`src/hw/rtl/dfc_pkg.sv`:
```
`default_nettype none
package dfc_pkg;

  localparam int unsigned FRAME_W     = 16;
  localparam int unsigned VALUE_W     = 11;
  localparam int unsigned DUTY_W      = 16;
  localparam int unsigned SLOT_W      = 5;
  localparam int unsigned RX_CNT_W    = 4;
  localparam int unsigned LINE_BIT    = 3;
  localparam int unsigned QUEUE_DEPTH = 4;

  localparam logic [VALUE_W-1:0] THR_MAX    = 11'h7ff;
  localparam logic [SLOT_W-1:0]  SLOT_DATA  = 5'd16;
  localparam logic [SLOT_W-1:0]  SLOT_FINAL = 5'd17;

  localparam logic CFG_ONE_DUTY  = 1'b0;
  localparam logic CFG_ZERO_DUTY = 1'b1;

  localparam logic KIND_TX = 1'b0;
  localparam logic KIND_RX = 1'b1;

  typedef struct packed {
    logic               is_rx;
    logic [FRAME_W-1:0] frame;
    logic               crc_ok;
  } cmd_t;

  function automatic logic [FRAME_W-1:0] frame_with_crc(input logic [VALUE_W-1:0] val,
                                                        input logic tele);
    logic [11:0] word;
    logic [3:0]  crc;
    word = {val, tele};
    crc  = word[3:0] ^ word[7:4] ^ word[11:8];
    return {word, crc};
  endfunction

endpackage
`default_nettype wire

```
`src/hw/rtl/dfc_front.sv`:
```
`default_nettype none
module dfc_front (
  input  wire logic                 clk,
  input  wire logic                 rst_n,
  input  wire logic                 accept,
  input  wire logic                 kind,
  input  wire logic [15:0]          throttle,
  input  wire logic                 telemetry,
  input  wire logic [15:0]          sample_word,
  output logic                      q_push,
  output dfc_pkg::cmd_t             q_data
);

  logic [dfc_pkg::FRAME_W-1:0]  rx_shift_r, rx_shift_nxt;
  logic [dfc_pkg::RX_CNT_W-1:0] rx_count_r, rx_count_nxt;
  logic [dfc_pkg::VALUE_W-1:0]  thr_sat;
  logic [dfc_pkg::FRAME_W-1:0]  tx_frame;
  logic                         rx_ok;

  always_comb begin
    rx_shift_nxt = rx_shift_r;
    rx_count_nxt = rx_count_r;
    if (accept && (kind == dfc_pkg::KIND_RX)) begin
      rx_shift_nxt = {rx_shift_r[dfc_pkg::FRAME_W-2:0], sample_word[dfc_pkg::LINE_BIT]};
      rx_count_nxt = rx_count_r + 1'b1;
    end
  end

  always_ff @(posedge clk) begin
    if (!rst_n) begin
      rx_shift_r <= '0;
      rx_count_r <= '0;
    end else begin
      rx_shift_r <= rx_shift_nxt;
      rx_count_r <= rx_count_nxt;
    end
  end

  assign thr_sat  = (|throttle[15:dfc_pkg::VALUE_W]) ? dfc_pkg::THR_MAX
                                                      : throttle[dfc_pkg::VALUE_W-1:0];
  assign tx_frame = dfc_pkg::frame_with_crc(thr_sat, telemetry);
  assign rx_ok    = dfc_pkg::frame_with_crc(rx_shift_nxt[15:5], rx_shift_nxt[4]) == rx_shift_nxt;

  // rx frame completes when the count wraps
  assign q_push = accept && ((kind == dfc_pkg::KIND_TX) || (rx_count_nxt == '0));

  always_comb begin
    if (kind == dfc_pkg::KIND_TX) begin
      q_data.is_rx  = dfc_pkg::KIND_TX;
      q_data.frame  = tx_frame;
      q_data.crc_ok = 1'b0;
    end else begin
      q_data.is_rx  = dfc_pkg::KIND_RX;
      q_data.frame  = rx_shift_nxt;
      q_data.crc_ok = rx_ok;
    end
  end

endmodule
`default_nettype wire

```
`src/hw/rtl/dfc_queue.sv`:
```
`default_nettype none
module dfc_queue #(
  parameter int unsigned DEPTH = dfc_pkg::QUEUE_DEPTH
) (
  input  wire logic          clk,
  input  wire logic          rst_n,
  input  wire logic          push,
  input  dfc_pkg::cmd_t      push_data,
  output logic               full,
  input  wire logic          pop,
  output dfc_pkg::cmd_t      pop_data,
  output logic               empty
);

  localparam int unsigned AW = (DEPTH > 1) ? $clog2(DEPTH) : 1;
  localparam int unsigned CW = $clog2(DEPTH + 1);

  dfc_pkg::cmd_t  mem [DEPTH];
  logic [AW-1:0]  wr_ptr_r, wr_ptr_nxt;
  logic [AW-1:0]  rd_ptr_r, rd_ptr_nxt;
  logic [CW-1:0]  count_r, count_nxt;
  logic           do_push, do_pop;

  assign full     = (count_r == CW'(DEPTH));
  assign empty    = (count_r == '0);
  assign do_push  = push && !full;
  assign do_pop   = pop && !empty;
  assign pop_data = mem[rd_ptr_r];

  always_comb begin
    wr_ptr_nxt = wr_ptr_r;
    rd_ptr_nxt = rd_ptr_r;
    count_nxt  = count_r;
    if (do_push) begin
      wr_ptr_nxt = (wr_ptr_r == AW'(DEPTH - 1)) ? '0 : wr_ptr_r + 1'b1;
    end
    if (do_pop) begin
      rd_ptr_nxt = (rd_ptr_r == AW'(DEPTH - 1)) ? '0 : rd_ptr_r + 1'b1;
    end
    if (do_push && !do_pop) begin
      count_nxt = count_r + 1'b1;
    end else if (do_pop && !do_push) begin
      count_nxt = count_r - 1'b1;
    end
  end

  always_ff @(posedge clk) begin
    if (do_push) begin
      mem[wr_ptr_r] <= push_data;
    end
  end

  always_ff @(posedge clk) begin
    if (!rst_n) begin
      wr_ptr_r <= '0;
      rd_ptr_r <= '0;
      count_r  <= '0;
    end else begin
      wr_ptr_r <= wr_ptr_nxt;
      rd_ptr_r <= rd_ptr_nxt;
      count_r  <= count_nxt;
    end
  end

endmodule
`default_nettype wire

```
`src/hw/rtl/dfc_back.sv`:
```
`default_nettype none
module dfc_back (
  input  wire logic                        clk,
  input  wire logic                        rst_n,
  input  wire logic [dfc_pkg::DUTY_W-1:0]  one_duty,
  input  wire logic [dfc_pkg::DUTY_W-1:0]  zero_duty,
  input  wire logic                        q_empty,
  input  dfc_pkg::cmd_t                    q_data,
  output logic                             q_pop,
  output logic                             out_empty,
  input  wire logic                        out_pop,
  output logic                             out_result_kind,
  output logic [15:0]                      out_slot_value,
  output logic [10:0]                      out_decoded_value,
  output logic                             out_crc_ok,
  output logic                             out_last
);

  dfc_pkg::cmd_t              cur_r;
  logic                       active_r, active_nxt;
  logic [dfc_pkg::SLOT_W-1:0] slot_r, slot_nxt;
  logic                       ovalid_r, ovalid_nxt;
  logic                       adv;
  logic                       res_kind, res_ok, res_last;
  logic [15:0]                res_slot;
  logic [10:0]                res_dec;

  // output register frees when empty or being taken
  assign adv = active_r && (!ovalid_r || out_pop);

  always_comb begin
    res_kind = cur_r.is_rx;
    res_slot = '0;
    res_dec  = '0;
    res_ok   = 1'b0;
    res_last = 1'b0;
    if (cur_r.is_rx == dfc_pkg::KIND_RX) begin
      res_dec  = cur_r.crc_ok ? cur_r.frame[15:5] : '0;
      res_ok   = cur_r.crc_ok;
      res_last = 1'b1;
    end else begin
      if (slot_r < dfc_pkg::SLOT_DATA) begin
        res_slot = cur_r.frame[~slot_r[3:0]] ? one_duty : zero_duty;
      end
      res_last = (slot_r == dfc_pkg::SLOT_FINAL);
    end
  end

  assign q_pop = !q_empty && (!active_r || (adv && res_last));

  always_comb begin
    active_nxt = active_r;
    slot_nxt   = slot_r;
    ovalid_nxt = ovalid_r;
    if (out_pop && ovalid_r) begin
      ovalid_nxt = 1'b0;
    end
    if (adv) begin
      ovalid_nxt = 1'b1;
      slot_nxt   = slot_r + 1'b1;
      if (res_last) begin
        active_nxt = 1'b0;
      end
    end
    if (q_pop) begin
      active_nxt = 1'b1;
      slot_nxt   = '0;
    end
  end

  always_ff @(posedge clk) begin
    if (!rst_n) begin
      active_r <= 1'b0;
      slot_r   <= '0;
      ovalid_r <= 1'b0;
    end else begin
      active_r <= active_nxt;
      slot_r   <= slot_nxt;
      ovalid_r <= ovalid_nxt;
    end
  end

  always_ff @(posedge clk) begin
    if (q_pop) begin
      cur_r <= q_data;
    end
    if (adv) begin
      out_result_kind   <= res_kind;
      out_slot_value    <= res_slot;
      out_decoded_value <= res_dec;
      out_crc_ok        <= res_ok;
      out_last          <= res_last;
    end
  end

  assign out_empty = !ovalid_r;

endmodule
`default_nettype wire

```
`src/hw/rtl/dshot_frame_codec.sv`:
```
`default_nettype none
// DShot-style frame codec, 4-bit XOR CRC.
// Input queue port: in_push/in_full. kind 0 is a transmit request (throttle
// saturated to 2047, telemetry bit); kind 1 is one port sample, bit 3 is the line.
// Result queue port: out_empty/out_pop. A transmit request yields 18 beats
// (16 slot compare values MSB first, then two zero slots, last on the 18th);
// every 16th sample yields one decoded beat with crc_ok and last set.
// Config port: cfg_valid/cfg_ready, cfg_index 0 one_duty, 1 zero_duty; always ready.
// Throughput: one input beat per cycle while the 4-entry command queue has room;
// the back end emits one result beat per cycle while out_pop takes each beat, so a
// transmit request occupies it for 18 beats and a decoded frame for one.
// Path: accepted item -> command queue -> back-end item register -> output register.
// Stalls: holding out_pop low freezes the output register; the command queue
// then fills and in_full rises. Nothing is dropped.
// Reset (rst_n low, synchronous): queue, receive shifter and counters clear,
// duty registers return to 0.
module dshot_frame_codec #(
  parameter int unsigned QUEUE_DEPTH = dfc_pkg::QUEUE_DEPTH
) (
  input  wire logic        clk,
  input  wire logic        rst_n,
  input  wire logic        in_push,
  output logic             in_full,
  input  wire logic        in_kind,
  input  wire logic [15:0] in_throttle,
  input  wire logic        in_telemetry,
  input  wire logic [15:0] in_sample_word,
  output logic             out_empty,
  input  wire logic        out_pop,
  output logic             out_result_kind,
  output logic [15:0]      out_slot_value,
  output logic [10:0]      out_decoded_value,
  output logic             out_crc_ok,
  output logic             out_last,
  input  wire logic        cfg_valid,
  output logic             cfg_ready,
  input  wire logic        cfg_index,
  input  wire logic [15:0] cfg_data
);

  logic [dfc_pkg::DUTY_W-1:0] one_duty_r, zero_duty_r;
  logic                       accept;
  logic                       q_push, q_full, q_pop, q_empty;
  dfc_pkg::cmd_t              q_wdata, q_rdata;

  assign cfg_ready = 1'b1;

  always_ff @(posedge clk) begin
    if (!rst_n) begin
      one_duty_r  <= '0;
      zero_duty_r <= '0;
    end else if (cfg_valid && cfg_ready) begin
      case (cfg_index)
        dfc_pkg::CFG_ONE_DUTY:  one_duty_r  <= cfg_data;
        dfc_pkg::CFG_ZERO_DUTY: zero_duty_r <= cfg_data;
        default: ;
      endcase
    end
  end

  assign in_full = q_full;
  assign accept  = in_push && !q_full;

  dfc_front u_front (
    .clk         (clk),
    .rst_n       (rst_n),
    .accept      (accept),
    .kind        (in_kind),
    .throttle    (in_throttle),
    .telemetry   (in_telemetry),
    .sample_word (in_sample_word),
    .q_push      (q_push),
    .q_data      (q_wdata)
  );

  dfc_queue #(
    .DEPTH (QUEUE_DEPTH)
  ) u_queue (
    .clk       (clk),
    .rst_n     (rst_n),
    .push      (q_push),
    .push_data (q_wdata),
    .full      (q_full),
    .pop       (q_pop),
    .pop_data  (q_rdata),
    .empty     (q_empty)
  );

  dfc_back u_back (
    .clk               (clk),
    .rst_n             (rst_n),
    .one_duty          (one_duty_r),
    .zero_duty         (zero_duty_r),
    .q_empty           (q_empty),
    .q_data            (q_rdata),
    .q_pop             (q_pop),
    .out_empty         (out_empty),
    .out_pop           (out_pop),
    .out_result_kind   (out_result_kind),
    .out_slot_value    (out_slot_value),
    .out_decoded_value (out_decoded_value),
    .out_crc_ok        (out_crc_ok),
    .out_last          (out_last)
  );

endmodule
`default_nettype wire
```
`config.mk`:
```
export PLATFORM = sky130hd
export DESIGN_NAME = dshot_frame_codec
export DESIGN_NICKNAME = d
export VERILOG_FILES = /design/src/hw/rtl/dfc_pkg.sv /design/src/hw/rtl/dfc_front.sv /design/src/hw/rtl/dfc_queue.sv /design/src/hw/rtl/dfc_back.sv /design/src/hw/rtl/dshot_frame_codec.sv
export SDC_FILE = /design/constraint.sdc
export NUM_CORES = 1
export LEC_CHECK = 0
export BUFFER_PORTS_ARGS = -buffer_cell sky130_fd_sc_hd__buf_2
export CAP_MARGIN = 5
export CORE_UTILIZATION = 53
export CTS_CLUSTER_SIZE = 28
export DETAILED_ROUTE_END_ITERATION = 8
export PLACE_DENSITY_LB_ADDON = 0.3
export SYNTH_ARGS = -nofsm -noshare
export SYNTH_HDL_FRONTEND = slang
export SYNTH_HIERARCHICAL = 1
export SYNTH_SLANG_ARGS = --single-unit
export TNS_END_PERCENT = 5
```
`constraint.sdc`:
```
create_clock -name clk -period 3.55 [get_ports clk]
set_clock_uncertainty 0.05 [all_clocks]
set_input_delay 0.5325 -clock clk [delete_from_list [all_inputs] [get_ports clk]]
set_output_delay 0.5325 -clock clk [all_outputs]
set_load 0.05 [all_outputs]
```
==> impl_metrics.toml <==
[clock_network]
clk_pin_slew_ns = 0.07
root_buffer = "sky130_fd_sc_hd__clkbuf_16"
cts_setup_buffers = 0
tritoncts = "built"
cts_hold_repair.buffers = 0
cts_num_sinks = 188
tritoncts.num_buffers = 17
number_of_gates_resized_after_cts = 0
cts_buffer_depth = 2
clk-insertion-delay-late_ns = 0.43
ctsHtreeMaxLevel = 4

[flow_run]
max-cap-violations = 0

[timing]
period_minus_slack_ns = 3.26
worstMarginPinSlew_ns = 1.13
setup_repair_after_global_routing_missed_its_margin = "false"
hold_viol_final = 0
setup_viol = 0
fin_hold_ws_ns = 0.322
slew_headroom = 0.241
report.final.slew_viol_count = 0
timing.final.crit_share = 0.917
achievable-frequency_mhz = 307
totalNegativeSetupSlack_ns = 0

[worst_setup_path]
cpPeakStageDelay_ns = 0.40
worstPathRequired_ns = 3.85
crit_chain = "nor3b_4, nor2b_2, and2_1, o32a_1, o221a_2, a211oi_1, nor2b_1, ha_1, inv_1, fa_1, xor2_1, or3_1, a21boi_0"
worst-path-max-fanout = 5
buffering_stage_count_on_the_worst_path_with_inverters_included = 1
critical_path_class = "reg -> reg"
setup.worst_path.end_class = "flop"
crit_path_top_delay_cell = "sky130_fd_sc_hd__dfxtp_1"
critPathArrivalTime_ns = 3.55
cpLargestDelayFamily = "simple AND/OR/NAND/NOR gates"
cp-start-kind = "flop"

[pwr]
switching_power_mw = 2.28
p_leak_nw = 3.41
power-per-cell-area_nw_per_um2 = 748
pwr-share-seq = 0.447
power_frac_comb = 0.278
clkPwrFrac = 0.275
power_mw = 6.94
ir_worst_vdd_mv = 0.450
sw_frac_of_total = 0.328
intPower_mw = 4.66

[detailed_routing]
met2_wire_length_um = 7290
postRouteWirelength_um = 14800
drt_first_pass_iters = 5
routed.top_layer = "met4"
vias = 4916
drt-initial-drc-count = 381
vias_per_cell = 5.52
drt-wirelength-per-cell_um = 16.6
detail-route-antenna-nets = 0
drcViolationCount = 0
route.met3.wl_um = 563
met1_length_um = 6690

[place]
gp_congestion = 0.858
port_buffers = 72
place.detailed.hpwl_um = 10000
numPlacedInstances = 858
dpl_cell_area_um2 = 8680

[cells_and_area]
layout.cells.non_filler = 890
antenna-diode-count = 0
regArea_um2 = 4960
nFillCells = 1154
postLayoutCellArea_um2 = 9280
drive_above_1_share = 0.222
area_delta_synth_final_pct = 12.0
layout_nets = 755
multiInputGateArea_um2 = 2980

[synthesis]
synth_top_area_frac = 0.435
synth.cell_area_um2 = 8280
synth_area_per_cell_um2 = 13.3
synth.top_cells.by_area = "sky130_fd_sc_hd__edfxtp_1 44%, sky130_fd_sc_hd__dfxtp_1 16%, sky130_fd_sc_hd__mux2i_1 9.4%"
synth_seq_area_share = 0.599
synth_cell_type_count = 58
yosys-top-cells-count = "122 x sky130_fd_sc_hd__nand2_1, 120 x sky130_fd_sc_hd__edfxtp_1, 78 x sky130_fd_sc_hd__mux2i_1"
synth.yosys.warnings = 6
synth_ff_type = "sky130_fd_sc_hd__edfxtp_1"
synth_enable_flop_cells = 120
synth_seq_cells = 188
most_instantiated_library_cell_after_synthesis = "sky130_fd_sc_hd__nand2_1"
netlist_instances = 624
synth_async_sr_flop_share = 0
synth.net_count = 690
synthDominantAreaCellType = "sky130_fd_sc_hd__edfxtp_1"

[floorplanning]
boundaryPins = 89
core-area_um2 = 15200
dieArea_um2 = 16100
floorplan.die.height_um = 127
initial_core_util = 0.545
floorplan.rows = 45
fp.dieW_um = 127

[grt]
first_global_vias = 4996
gr-usage-all-layers = 0.199
grt_pass1_wl_um = 24400
maximum_number_of_pins_on_one_net_before_global_route_repair = 39
grt_antenna_before_repair = 0
gr-total-overflow = 0

[status]
run_status = "complete, no violations"

[hold_path]
min-delay-path-class = "in -> reg"
==> final timing paths <==
check / start / to / slack [ns] / cells past startpoint
max: u_queue/count_r[2] / u_queue/count_r[2] / 0.29 / 13
min: cfg_data[8] / zero_duty_r[8] / 0.32 / 3
max reg2reg: u_queue/count_r[2] / u_queue/count_r[2] / 0.29 / 13
min reg2reg: one_duty_r[5] / one_duty_r[5] / 0.41 / 2
==> cells in the final DEF, fill, tap and decap left out, types with 2 or more instances in the layout <==
cell	Yosys	final
sky130_fd_sc_hd__buf_2	11	72
sky130_fd_sc_hd__or3b_2	2	2
sky130_fd_sc_hd__clkinv_2	0	4
sky130_fd_sc_hd__a21boi_0	17	17
sky130_fd_sc_hd__nor2_1	8	7
sky130_fd_sc_hd__ha_1	9	9
sky130_fd_sc_hd__nor3_2	10	10
sky130_fd_sc_hd__clkinv_4	0	2
sky130_fd_sc_hd__o32ai_1	2	2
sky130_fd_sc_hd__bufinv_16	0	3
sky130_fd_sc_hd__or2_2	2	2
sky130_fd_sc_hd__mux2i_1	78	78
sky130_fd_sc_hd__edfxtp_1	120	120
sky130_fd_sc_hd__a22oi_1	3	3
sky130_fd_sc_hd__buf_4	5	15
sky130_fd_sc_hd__and2_1	11	11
sky130_fd_sc_hd__nor2b_2	0	2
sky130_fd_sc_hd__xor2_1	8	8
sky130_fd_sc_hd__nor2b_1	5	3
sky130_fd_sc_hd__mux4_2	10	10
sky130_fd_sc_hd__o21ai_0	5	5
sky130_fd_sc_hd__nor3_1	6	6
sky130_fd_sc_hd__clkbuf_16	0	17
sky130_fd_sc_hd__nand3_1	7	7
sky130_fd_sc_hd__mux4_1	8	8
sky130_fd_sc_hd__dfxtp_1	68	68
sky130_fd_sc_hd__a211oi_1	2	2
sky130_fd_sc_hd__clkinv_1	0	2
sky130_fd_sc_hd__nand2_1	122	122
sky130_fd_sc_hd__nand3b_1	2	2
sky130_fd_sc_hd__and3_1	11	11
sky130_fd_sc_hd__xnor2_1	22	22
sky130_fd_sc_hd__or3_1	2	2
sky130_fd_sc_hd__a21oi_1	14	13
sky130_fd_sc_hd__inv_6	0	4
sky130_fd_sc_hd__inv_1	7	7
==> through the flow <==
step | util | setup slack [ns]
3_5_place_dp | 0.571 | 0.269
3_3_place_gp | 0.571 | 0.401
2_1_floorplan | - | 0.0508
4_1_cts | 0.610 | 0.275
5_1_grt | 0.610 | 0.0365
6_report | 0.610 | 0.294
==> power by group through the flow <==
stage / sequential, mW / clock (mW) / combinational, mW
5_1_grt: 3.15 / 2.03 / 2.08
3_3_place_gp: 3.13 / 0 / 1.90
4_1_cts: 3.11 / 1.94 / 1.95
6_report: 3.10 / 1.91 / 1.93
3_5_place_dp: 3.15 / 0 / 1.95
2_1_floorplan: 3.46 / 0 / 1.22
==> worst register-to-register path: stages, from the launching register on <==
cell and delay [ns]:
sky130_fd_sc_hd__dfxtp_1 0.40, sky130_fd_sc_hd__nor3b_4 0.31, sky130_fd_sc_hd__nor2b_2 0.10, sky130_fd_sc_hd__and2_1 0.22, sky130_fd_sc_hd__o32a_1 0.17, sky130_fd_sc_hd__o221a_2 0.25, sky130_fd_sc_hd__a211oi_1 0.19, sky130_fd_sc_hd__nor2b_1 0.20
sky130_fd_sc_hd__ha_1 0.20, sky130_fd_sc_hd__inv_1 0.06, sky130_fd_sc_hd__fa_1 0.37, sky130_fd_sc_hd__xor2_1 0.16, sky130_fd_sc_hd__or3_1 0.30, sky130_fd_sc_hd__a21boi_0 0.19
==> cells by family (layout without fill, tap and decap cells) <==
group                    after synthesis  count (layout)  share of synthesized area
buffers and inverters                 48             126                     0.0423
AO/OA/AOI/OAI                         51              51                     0.0431
multiplexers                          96              96                      0.147
AND/OR/NAND/NOR                      200             200                      0.120
flip-flops                           188             188                      0.599
XOR/XNOR                              30              30                     0.0317
adder cells (fa/ha/maj)               10              10                     0.0160
other                                  1               1                   0.000453
==> sequential cells by signal, summed over array words and instances, names as in the netlist, 3 cells and up, named ones only <==
signal / flops
u_back/slot_r: 5
u_front/rx_shift_r: 16
zero_duty_r: 16
u_back/cur_r: 17
u_front/rx_count_r: 4
u_back/out_decoded_value: 11
u_queue/mem: 72
u_queue/count_r: 3
one_duty_r: 16
u_back/out_slot_value: 16
==> per-layer routing <==
metal / track usage / vias up
met5: 0 / -
met4: 0.0777 / 0
met3: 0.0415 / 17
met2: 0.343 / 110
met1: 0.246 / 2418
li1: - / 2371
==> final cells by class <==
| cell class | count | share of cell area |
|---|---|---|
| clock buffer | 17 | 0.0458 |
| clock inverter | 15 | 0.0183 |
| inverter | 7 | 0.00283 |
| multi-input combinational | 388 | 0.322 |
| sequential | 188 | 0.535 |
| tap | 188 | 0.0254 |
| timing repair buffer | 87 | 0.0510 |
(Power assumes the default switching activity.)
